File: src/hw/rtl/assert_macros.svh
// ----------------------------------------------------------------------------
// Assertion macros
// Clocked assertions with an asynchronous active-low reset disable.
// ----------------------------------------------------------------------------
`ifndef ASSERT_MACROS_SVH
`define ASSERT_MACROS_SVH

// plain clocked property
`define ASSERT_CLK(lbl, clk, rst_n, prop, msg) \
	lbl: assert property (@(posedge clk) disable iff (!rst_n) prop) else $error(msg);

// antecedent implies consequent in the same cycle
`define ASSERT_IMPL(lbl, clk, rst_n, ante, cons, msg) \
	`ASSERT_CLK(lbl, clk, rst_n, (ante) |-> (cons), msg)

`endif

File: src/hw/rtl/bqd_pkg.sv
// ----------------------------------------------------------------------------
// bqd_pkg
// Shared types and constants of the biquad section.
// ----------------------------------------------------------------------------
package bqd_pkg;

	localparam int DELAY_WIDTH     = 48;
	localparam int COEF_INT_BITS   = 4;
	localparam int CFG_INDEX_WIDTH = 3;

	// configuration register indices
	localparam logic [CFG_INDEX_WIDTH-1:0] REG_B0 = 3'd0;
	localparam logic [CFG_INDEX_WIDTH-1:0] REG_B1 = 3'd1;
	localparam logic [CFG_INDEX_WIDTH-1:0] REG_B2 = 3'd2;
	localparam logic [CFG_INDEX_WIDTH-1:0] REG_A1 = 3'd3;
	localparam logic [CFG_INDEX_WIDTH-1:0] REG_A2 = 3'd4;

	typedef enum logic [2:0] {
		ST_IDLE,
		ST_MUL_B0,
		ST_CALC_Y,
		ST_MUL_A1,
		ST_MUL_B2,
		ST_UPD_D1,
		ST_UPD_D2
	} state_t;

	typedef enum logic [2:0] {
		MUL_B0,
		MUL_B1,
		MUL_B2,
		MUL_A1,
		MUL_A2
	} mul_sel_t;

	typedef struct packed {
		logic     load;
		logic     prod_en;
		mul_sel_t mul_sel;
		logic     y_en;
		logic     acc_load;
		logic     acc_sub;
		logic     d1_en;
		logic     d2_en;
		logic     out_load;
	} cmd_t;

endpackage

File: src/hw/rtl/bqd_ctrl.sv
// ----------------------------------------------------------------------------
// bqd_ctrl
// Sequencer for the biquad datapath and the input/output handshakes.
// ----------------------------------------------------------------------------
`include "assert_macros.svh"

module bqd_ctrl (
	input  logic          clk,
	input  logic          arst_n,
	input  logic          in_valid,
	output logic          in_ready,
	output logic          out_valid,
	input  logic          out_ready,
	output bqd_pkg::cmd_t cmd
);

	bqd_pkg::state_t state_q, state_d;
	logic            out_valid_q;
	logic            out_free;

	assign out_free = !out_valid_q || out_ready;

	always_comb begin
		state_d = state_q;
		case (state_q)
			bqd_pkg::ST_IDLE:   if (in_valid) state_d = bqd_pkg::ST_MUL_B0;
			bqd_pkg::ST_MUL_B0: state_d = bqd_pkg::ST_CALC_Y;
			bqd_pkg::ST_CALC_Y: state_d = bqd_pkg::ST_MUL_A1;
			bqd_pkg::ST_MUL_A1: state_d = bqd_pkg::ST_MUL_B2;
			bqd_pkg::ST_MUL_B2: state_d = bqd_pkg::ST_UPD_D1;
			bqd_pkg::ST_UPD_D1: state_d = bqd_pkg::ST_UPD_D2;
			bqd_pkg::ST_UPD_D2: if (out_free) state_d = bqd_pkg::ST_IDLE;
			default:            state_d = bqd_pkg::ST_IDLE;
		endcase
	end

	always_comb begin
		cmd      = '0;
		in_ready = 1'b0;
		case (state_q)
			bqd_pkg::ST_IDLE: begin
				in_ready = 1'b1;
				cmd.load = in_valid;
			end
			bqd_pkg::ST_MUL_B0: begin
				cmd.prod_en = 1'b1;
				cmd.mul_sel = bqd_pkg::MUL_B0;
			end
			bqd_pkg::ST_CALC_Y: begin
				cmd.y_en    = 1'b1;
				cmd.prod_en = 1'b1;
				cmd.mul_sel = bqd_pkg::MUL_B1;
			end
			bqd_pkg::ST_MUL_A1: begin
				cmd.acc_load = 1'b1;
				cmd.prod_en  = 1'b1;
				cmd.mul_sel  = bqd_pkg::MUL_A1;
			end
			bqd_pkg::ST_MUL_B2: begin
				cmd.acc_sub = 1'b1;
				cmd.prod_en = 1'b1;
				cmd.mul_sel = bqd_pkg::MUL_B2;
			end
			bqd_pkg::ST_UPD_D1: begin
				// d1 takes the old accumulator plus d2; accumulator then takes b2*x
				cmd.d1_en    = 1'b1;
				cmd.acc_load = 1'b1;
				cmd.prod_en  = 1'b1;
				cmd.mul_sel  = bqd_pkg::MUL_A2;
			end
			bqd_pkg::ST_UPD_D2: begin
				cmd.d2_en    = out_free;
				cmd.out_load = out_free;
			end
			default: begin
				cmd = '0;
			end
		endcase
	end

	always_ff @(posedge clk or negedge arst_n) begin
		if (!arst_n) begin
			state_q     <= bqd_pkg::ST_IDLE;
			out_valid_q <= 1'b0;
		end else begin
			state_q <= state_d;
			if (cmd.out_load)
				out_valid_q <= 1'b1;
			else if (out_ready)
				out_valid_q <= 1'b0;
		end
	end

	assign out_valid = out_valid_q;

	`ASSERT_CLK(a_out_from_last, clk, arst_n, $rose(out_valid_q) |-> $past(state_q == bqd_pkg::ST_UPD_D2), "result raised outside final step")
	`ASSERT_CLK(a_accept_starts, clk, arst_n, (in_valid && in_ready) |=> (state_q == bqd_pkg::ST_MUL_B0), "accepted item did not start")
	`ASSERT_CLK(a_stall_holds, clk, arst_n, (state_q == bqd_pkg::ST_UPD_D2 && out_valid_q && !out_ready) |=> (state_q == bqd_pkg::ST_UPD_D2 && out_valid_q), "result lost while stalled")
	`ASSERT_IMPL(a_d2_with_out, clk, arst_n, cmd.d2_en, cmd.out_load && out_free, "delay update without output transfer slot")

endmodule

File: src/hw/rtl/bqd_datapath.sv
// ----------------------------------------------------------------------------
// bqd_datapath
// Coefficient registers, shared multiplier, accumulator and delay state.
// ----------------------------------------------------------------------------
module bqd_datapath #(
	parameter int SAMPLE_WIDTH = 24,
	parameter int COEF_WIDTH   = 24
) (
	input  logic                                 clk,
	input  logic                                 arst_n,
	input  logic                                 cfg_wr_en,
	input  logic [bqd_pkg::CFG_INDEX_WIDTH-1:0]  cfg_index,
	input  logic [COEF_WIDTH-1:0]                cfg_data,
	input  logic signed [SAMPLE_WIDTH-1:0]       sample_in,
	input  logic                                 clear_state,
	input  bqd_pkg::cmd_t                        cmd,
	output logic signed [SAMPLE_WIDTH-1:0]       sample_out
);

	localparam int PW   = SAMPLE_WIDTH + COEF_WIDTH;
	localparam int DW   = bqd_pkg::DELAY_WIDTH;
	localparam int AW   = ((PW > DW) ? PW : DW) + 2;
	localparam int SUMW = ((PW + 1 > DW) ? PW + 1 : DW) + 1;
	localparam int FRAC = COEF_WIDTH - bqd_pkg::COEF_INT_BITS;

	localparam logic signed [AW-1:0] RND_HALF = {{(AW-1){1'b0}}, 1'b1} << (FRAC - 1);
	localparam logic signed [AW-1:0] Y_MAX = {{(AW-SAMPLE_WIDTH+1){1'b0}},
		{(SAMPLE_WIDTH-1){1'b1}}};
	localparam logic signed [AW-1:0] Y_MIN = {{(AW-SAMPLE_WIDTH+1){1'b1}},
		{(SAMPLE_WIDTH-1){1'b0}}};
	localparam logic signed [SUMW-1:0] D_MAX = {{(SUMW-DW+1){1'b0}}, {(DW-1){1'b1}}};
	localparam logic signed [SUMW-1:0] D_MIN = {{(SUMW-DW+1){1'b1}}, {(DW-1){1'b0}}};

	logic signed [COEF_WIDTH-1:0]   b0_q, b1_q, b2_q, a1_q, a2_q;
	logic signed [SAMPLE_WIDTH-1:0] x_q, y_q, out_q;
	logic signed [PW-1:0]           prod_q;
	logic signed [PW:0]             acc_q;
	logic signed [DW-1:0]           d1_q, d2_q;

	logic signed [COEF_WIDTH-1:0]   coef_sel;
	logic signed [SAMPLE_WIDTH-1:0] opnd;
	logic signed [PW-1:0]           prod_d;
	logic signed [AW-1:0]           rnd_sum, rnd_shift;
	logic signed [SAMPLE_WIDTH-1:0] y_d;
	logic signed [SUMW-1:0]         sum_d1, sum_d2;

	function automatic logic signed [DW-1:0] sat_delay(input logic signed [SUMW-1:0] v);
		logic signed [DW-1:0] r;
		if (v > D_MAX)
			r = D_MAX[DW-1:0];
		else if (v < D_MIN)
			r = D_MIN[DW-1:0];
		else
			r = v[DW-1:0];
		return r;
	endfunction

	// shared multiplier operand selection
	always_comb begin
		case (cmd.mul_sel)
			bqd_pkg::MUL_B0: coef_sel = b0_q;
			bqd_pkg::MUL_B1: coef_sel = b1_q;
			bqd_pkg::MUL_B2: coef_sel = b2_q;
			bqd_pkg::MUL_A1: coef_sel = a1_q;
			bqd_pkg::MUL_A2: coef_sel = a2_q;
			default:         coef_sel = b0_q;
		endcase
		opnd = (cmd.mul_sel == bqd_pkg::MUL_A1 || cmd.mul_sel == bqd_pkg::MUL_A2) ? y_q : x_q;
	end

	assign prod_d = PW'(coef_sel) * PW'(opnd);

	// round half up, floor shift, saturate to sample width
	assign rnd_sum   = AW'(prod_q) + AW'(d1_q) + RND_HALF;
	assign rnd_shift = rnd_sum >>> FRAC;

	always_comb begin
		if (rnd_shift > Y_MAX)
			y_d = Y_MAX[SAMPLE_WIDTH-1:0];
		else if (rnd_shift < Y_MIN)
			y_d = Y_MIN[SAMPLE_WIDTH-1:0];
		else
			y_d = rnd_shift[SAMPLE_WIDTH-1:0];
	end

	assign sum_d1 = SUMW'(acc_q) + SUMW'(d2_q);
	assign sum_d2 = SUMW'(acc_q) - SUMW'(prod_q);

	always_ff @(posedge clk or negedge arst_n) begin
		if (!arst_n) begin
			b0_q <= '0;
			b1_q <= '0;
			b2_q <= '0;
			a1_q <= '0;
			a2_q <= '0;
			d1_q <= '0;
			d2_q <= '0;
		end else begin
			if (cfg_wr_en) begin
				case (cfg_index)
					bqd_pkg::REG_B0: b0_q <= cfg_data;
					bqd_pkg::REG_B1: b1_q <= cfg_data;
					bqd_pkg::REG_B2: b2_q <= cfg_data;
					bqd_pkg::REG_A1: a1_q <= cfg_data;
					bqd_pkg::REG_A2: a2_q <= cfg_data;
					default: ;
				endcase
			end
			if (cmd.load && clear_state) begin
				d1_q <= '0;
				d2_q <= '0;
			end else begin
				if (cmd.d1_en)
					d1_q <= sat_delay(sum_d1);
				if (cmd.d2_en)
					d2_q <= sat_delay(sum_d2);
			end
		end
	end

	always_ff @(posedge clk) begin
		if (cmd.load)
			x_q <= sample_in;
		if (cmd.prod_en)
			prod_q <= prod_d;
		if (cmd.y_en)
			y_q <= y_d;
		if (cmd.acc_load)
			acc_q <= (PW+1)'(prod_q);
		else if (cmd.acc_sub)
			acc_q <= acc_q - (PW+1)'(prod_q);
		if (cmd.out_load)
			out_q <= y_q;
	end

	assign sample_out = out_q;

endmodule

File: src/hw/rtl/biquad_iir_df2t_top.sv
// ----------------------------------------------------------------------------
// biquad_iir_df2t_top
// The result is registered in the final delay update step; no new sample is
// taken until that step is done, as the five products go through the single
// shared multiplier and the final delay update waits for a free output slot.
// Reset clears coefficients and both delays to zero; no clearing pass.
// ----------------------------------------------------------------------------
module biquad_iir_df2t_top #(
	parameter int SAMPLE_WIDTH = 24,
	parameter int COEF_WIDTH   = 24
) (
	input  logic                                clk,
	input  logic                                arst_n,
	input  logic                                cfg_wr_en,
	input  logic [bqd_pkg::CFG_INDEX_WIDTH-1:0] cfg_index,
	input  logic [COEF_WIDTH-1:0]               cfg_data,
	input  logic                                in_valid,
	output logic                                in_ready,
	input  logic signed [SAMPLE_WIDTH-1:0]      sample_in,
	input  logic                                clear_state,
	output logic                                out_valid,
	input  logic                                out_ready,
	output logic signed [SAMPLE_WIDTH-1:0]      sample_out
);

	bqd_pkg::cmd_t cmd;

	bqd_ctrl u_ctrl (
		.clk       (clk),
		.arst_n    (arst_n),
		.in_valid  (in_valid),
		.in_ready  (in_ready),
		.out_valid (out_valid),
		.out_ready (out_ready),
		.cmd       (cmd)
	);

	bqd_datapath #(
		.SAMPLE_WIDTH (SAMPLE_WIDTH),
		.COEF_WIDTH   (COEF_WIDTH)
	) u_datapath (
		.clk         (clk),
		.arst_n      (arst_n),
		.cfg_wr_en   (cfg_wr_en),
		.cfg_index   (cfg_index),
		.cfg_data    (cfg_data),
		.sample_in   (sample_in),
		.clear_state (clear_state),
		.cmd         (cmd),
		.sample_out  (sample_out)
	);

endmodule
File: config.mk
export PLATFORM = sky130hd
export DESIGN_NAME = biquad_iir_df2t_top
export DESIGN_NICKNAME = d
export VERILOG_FILES = /design/src/hw/rtl/bqd_pkg.sv /design/src/hw/rtl/bqd_ctrl.sv /design/src/hw/rtl/bqd_datapath.sv /design/src/hw/rtl/biquad_iir_df2t_top.sv
export VERILOG_INCLUDE_DIRS = /design/src /design/src/hw/rtl
export SDC_FILE = /design/constraint.sdc
export NUM_CORES = 2
export LEC_CHECK = 0
export BUFFER_PORTS_ARGS = -buffer_cell sky130_fd_sc_hd__clkbuf_2
export CORE_MARGIN = 4
export CORE_UTILIZATION = 33
export DETAILED_ROUTE_END_ITERATION = 8
export GPL_TIMING_DRIVEN = 1
export HOLD_SLACK_MARGIN = 0.02
export PLACE_DENSITY = 0.44
export SLEW_MARGIN = 5
export SYNTH_ARGS = -nofsm -noshare
export SYNTH_HDL_FRONTEND = slang
export SYNTH_SLANG_ARGS = --single-unit
export TNS_END_PERCENT = 50
File: constraint.sdc
create_clock -name clk -period 12.45 [get_ports clk]
set_clock_uncertainty 0.05 [all_clocks]
set_input_delay 0.6225 -clock clk [delete_from_list [all_inputs] [get_ports clk]]
set_output_delay 0.6225 -clock clk [all_outputs]
set_load 0.005 [all_outputs]
==> results.cfg <==
[run_status]
status = completed

[cells_and_area]
mostFrequentLayoutCell = inv_1
nNetsFinal = 5380
stdcell_area_sq_um = 47990
final_core_util_pct = 36.46
final_cells = 6187
drive_gt1_share_pct = 10.61
syn2layout_area_growth_pct = 9.686
layout_common_cells = 729 x inv_1, 609 x fa_1, 356 x nor2_1

[synth]
synth-main-ff-cell = dfrtp_1
ys_top_cells_by_area = fa_1 28%, dfrtp_1 13%, edfxtp_1 12%
synth-async-reset-ratio_pct = 56.56
yosysTopAreaCellShare_pct = 27.86
synthCells = 4352
synth_edf_count = 169
yosysTopAreaCell = fa_1
synth_cell_type_count = 85
netlist_area_sq_um = 43750
synth_nets = 5344
synth_area_per_cell_sq_um = 10.05
yosysSeqAreaShare_pct = 24.18
synth-seq-cells = 389
yosysWarnings = 0

[sta]
relSlewSlack_pct = 8.104
hold_violations = 0
fmax_ghz = 0.09416
final_max_slew_viol_count = 0
worst_pin_slew_ns = 1.369
setup_viol = 0
fin_crit_ns = 10.62
rsz0062_at_grt = no
period_share_pct = 85.30
fin_tns_setup_ns = 0

[floorplanning]
initial_core_util_pct = 33.24
io_pins = 83
die_h_microns = 372.1
core_area_sq_um = 131600
fp.dieArea_sq_um = 138500
rows = 133
die_w_microns = 372.1

[critical_path]
cp-end-kind = flip-flop
arrival_ns = 10.97
cpPeakStageDelay_ns = 0.94
worstPathRequired_ns = 12.80
critPathLaunchType = flip-flop
worst_path_max_delay_cell = mux2i_2
critPathMaxFanout = 18
criticalPathCategory = reg2reg
cp_common_cell = fa_1

[clock_network]
htreeDepth = 2
hold_buffers = 1
clk_latency_ns = 0.65
cts-root-buf = clkbuf_16
cts_sinks = 389
cts.clk_slew.worst_paths_ns = 0.06
cts_tree = done
postCtsSetupRepairBufs = 0
cts_resized = 0
cts_buffers = 51
clockBufferDepth = 3

[placed_design]
placed_area_sq_um = 46350
dp.cells = 6089
portBuffers = 82
hpwl_microns = 110400
place.gp.congestion = 0.8902

[route]
viasPerCell = 5.036
vias = 31160
drtIter0Drc = 1982
drc = 0
wire_per_inst_microns = 22.54
ant_nets = 0
drt_wl_total_microns = 139400
drtPass1Iterations = 7

[job]
max-cap-violations = 0

[global_route]
overflow = 0
grt_max_degree = 121
grt_pass1_wl_microns = 211900
grt_usage_pct = 20.40
grt_pass1_vias = 33420
antenna_found_initial = 4

[worst_hold_path]
hp-class = in2reg
## worst paths after layout
| kind | startpoint | end | slack, ns | depth (start not counted) |
|---|---|---|---|---|
| worst min-delay path | sample_in[20] | u_datapath.x_q[20]$_DFFE_PP_ | 0.1 | 1 |
| worst min register to register | u_datapath.y_q[17]$_SDFFCE_PN1P_ | u_datapath.sample_out[17]$_DFFE_PP_ | 0.42 | 0 |
| min in group asynchronous | arst_n | u_datapath.b0_q[17]$_DFFE_PN0P_ | 0.64 | 2 |
| worst max register to register | u_ctrl.state_q[1]$_DFFE_PN0P_ | u_datapath.prod_q[47]$_DFFE_PN_ | 1.83 | 28 |
| worst max-delay path | u_ctrl.state_q[1]$_DFFE_PN0P_ | u_datapath.prod_q[47]$_DFFE_PN_ | 1.83 | 28 |
| max in group asynchronous | arst_n | u_datapath.d2_q[44]$_DFFE_PN0P_ | 9.51 | 4 |
## layout make-up
class | instances | area, sq um
fillers | 13360 | 83640
multi-input cells | 3059 | 29860
flip-flops and latches | 389 | 10580
inverters | 730 | 2740
well taps | 1755 | 2196
clock buffers | 71 | 1414
repair buffers | 157 | 985.9
clock inverters | 25 | 210.2
diodes | 1 | 2.502
## metal layers
layer	up-vias	track usage, %	part of all wire, %	wire, microns
li1	14420	-	-	-
met5	-	0	0.012	17
met1	15940	28.79	47	65680
met4	4	4.770	2.5	3432
met2	625	32.60	45	63040
met3	168	3.632	5.2	7256
## metrics by stage
step	worst slack [ns]	hold WS (ns)
5_1_grt	1.332	0.07189
4_1_cts	1.794	0.04165
2_1_floorplan	3.147	0.2769
6_report	1.830	0.09623
3_5_place_dp	1.811	0.4150
3_3_place_gp	1.913	0.3991
## cell usage after synthesis (all sizes together), types with 19 or more instances
| master | count |
|---|---|
| xor2 | 53 |
| o21ai | 128 |
| inv | 729 |
| mux2i | 19 |
| a21o | 129 |
| xnor2 | 116 |
| buf | 25 |
| mux2 | 179 |
| ha | 326 |
| nand2b | 45 |
| nand3 | 58 |
| nand4 | 20 |
| a221o | 94 |
| nor2b | 31 |
| fa | 609 |
| nand2 | 357 |
| a22oi | 49 |
| dfrtp | 220 |
| o21bai | 27 |
| nor2 | 362 |
| and3 | 25 |
| o21a | 50 |
| a21oi | 186 |
| clkbuf | 149 |
| edfxtp | 169 |
| and2 | 20 |
## critical path: cells and delay by family, from the launching register on
family,cells,cell delay (ns)
AOI/OAI and AO/OA,9,3.47
xor gates and xnor gates,1,0.09
adders and majority gates,8,3.96
buffers and inverters,5,0.52
DFF,1,0.49
muxes,1,0.94
and+or+nand+nor,4,0.84
## sequential cells by signal (all words and copies together) (netlist names)
| signal | count |
|---|---|
| u_datapath.b2_q | 24 |
| u_datapath.x_q | 24 |
| u_ctrl.state_q | 3 |
| u_datapath.b0_q | 24 |
| u_datapath.d1_q | 48 |
| u_datapath.prod_q | 48 |
| u_ctrl.out_valid | 1 |
| u_datapath.a2_q | 24 |
| u_datapath.y_q | 24 |
| u_datapath.a1_q | 24 |
| u_datapath.d2_q | 48 |
| u_datapath.sample_out | 24 |
| u_datapath.acc_q | 49 |
| u_datapath.b1_q | 24 |
## logic make-up (layout without fill, tap and decap cells)
| kind of cell | after synthesis | in the layout | synth area share, % |
|---|---|---|---|
| buffers and inverters | 904 | 983 | 7.936 |
| other | 0 | 1 | 0 |
| adders and majority gates | 935 | 935 | 37.19 |
| DFF | 389 | 389 | 24.18 |
| muxes | 198 | 198 | 5.042 |
| xor gates and xnor gates | 169 | 169 | 3.400 |
| and+or+nand+nor | 972 | 972 | 9.703 |
| AOI/OAI and AO/OA | 785 | 785 | 12.55 |
Power is not shown: default switching activity piles up to over one toggle a cycle in this logic, so the estimate is an artifact.
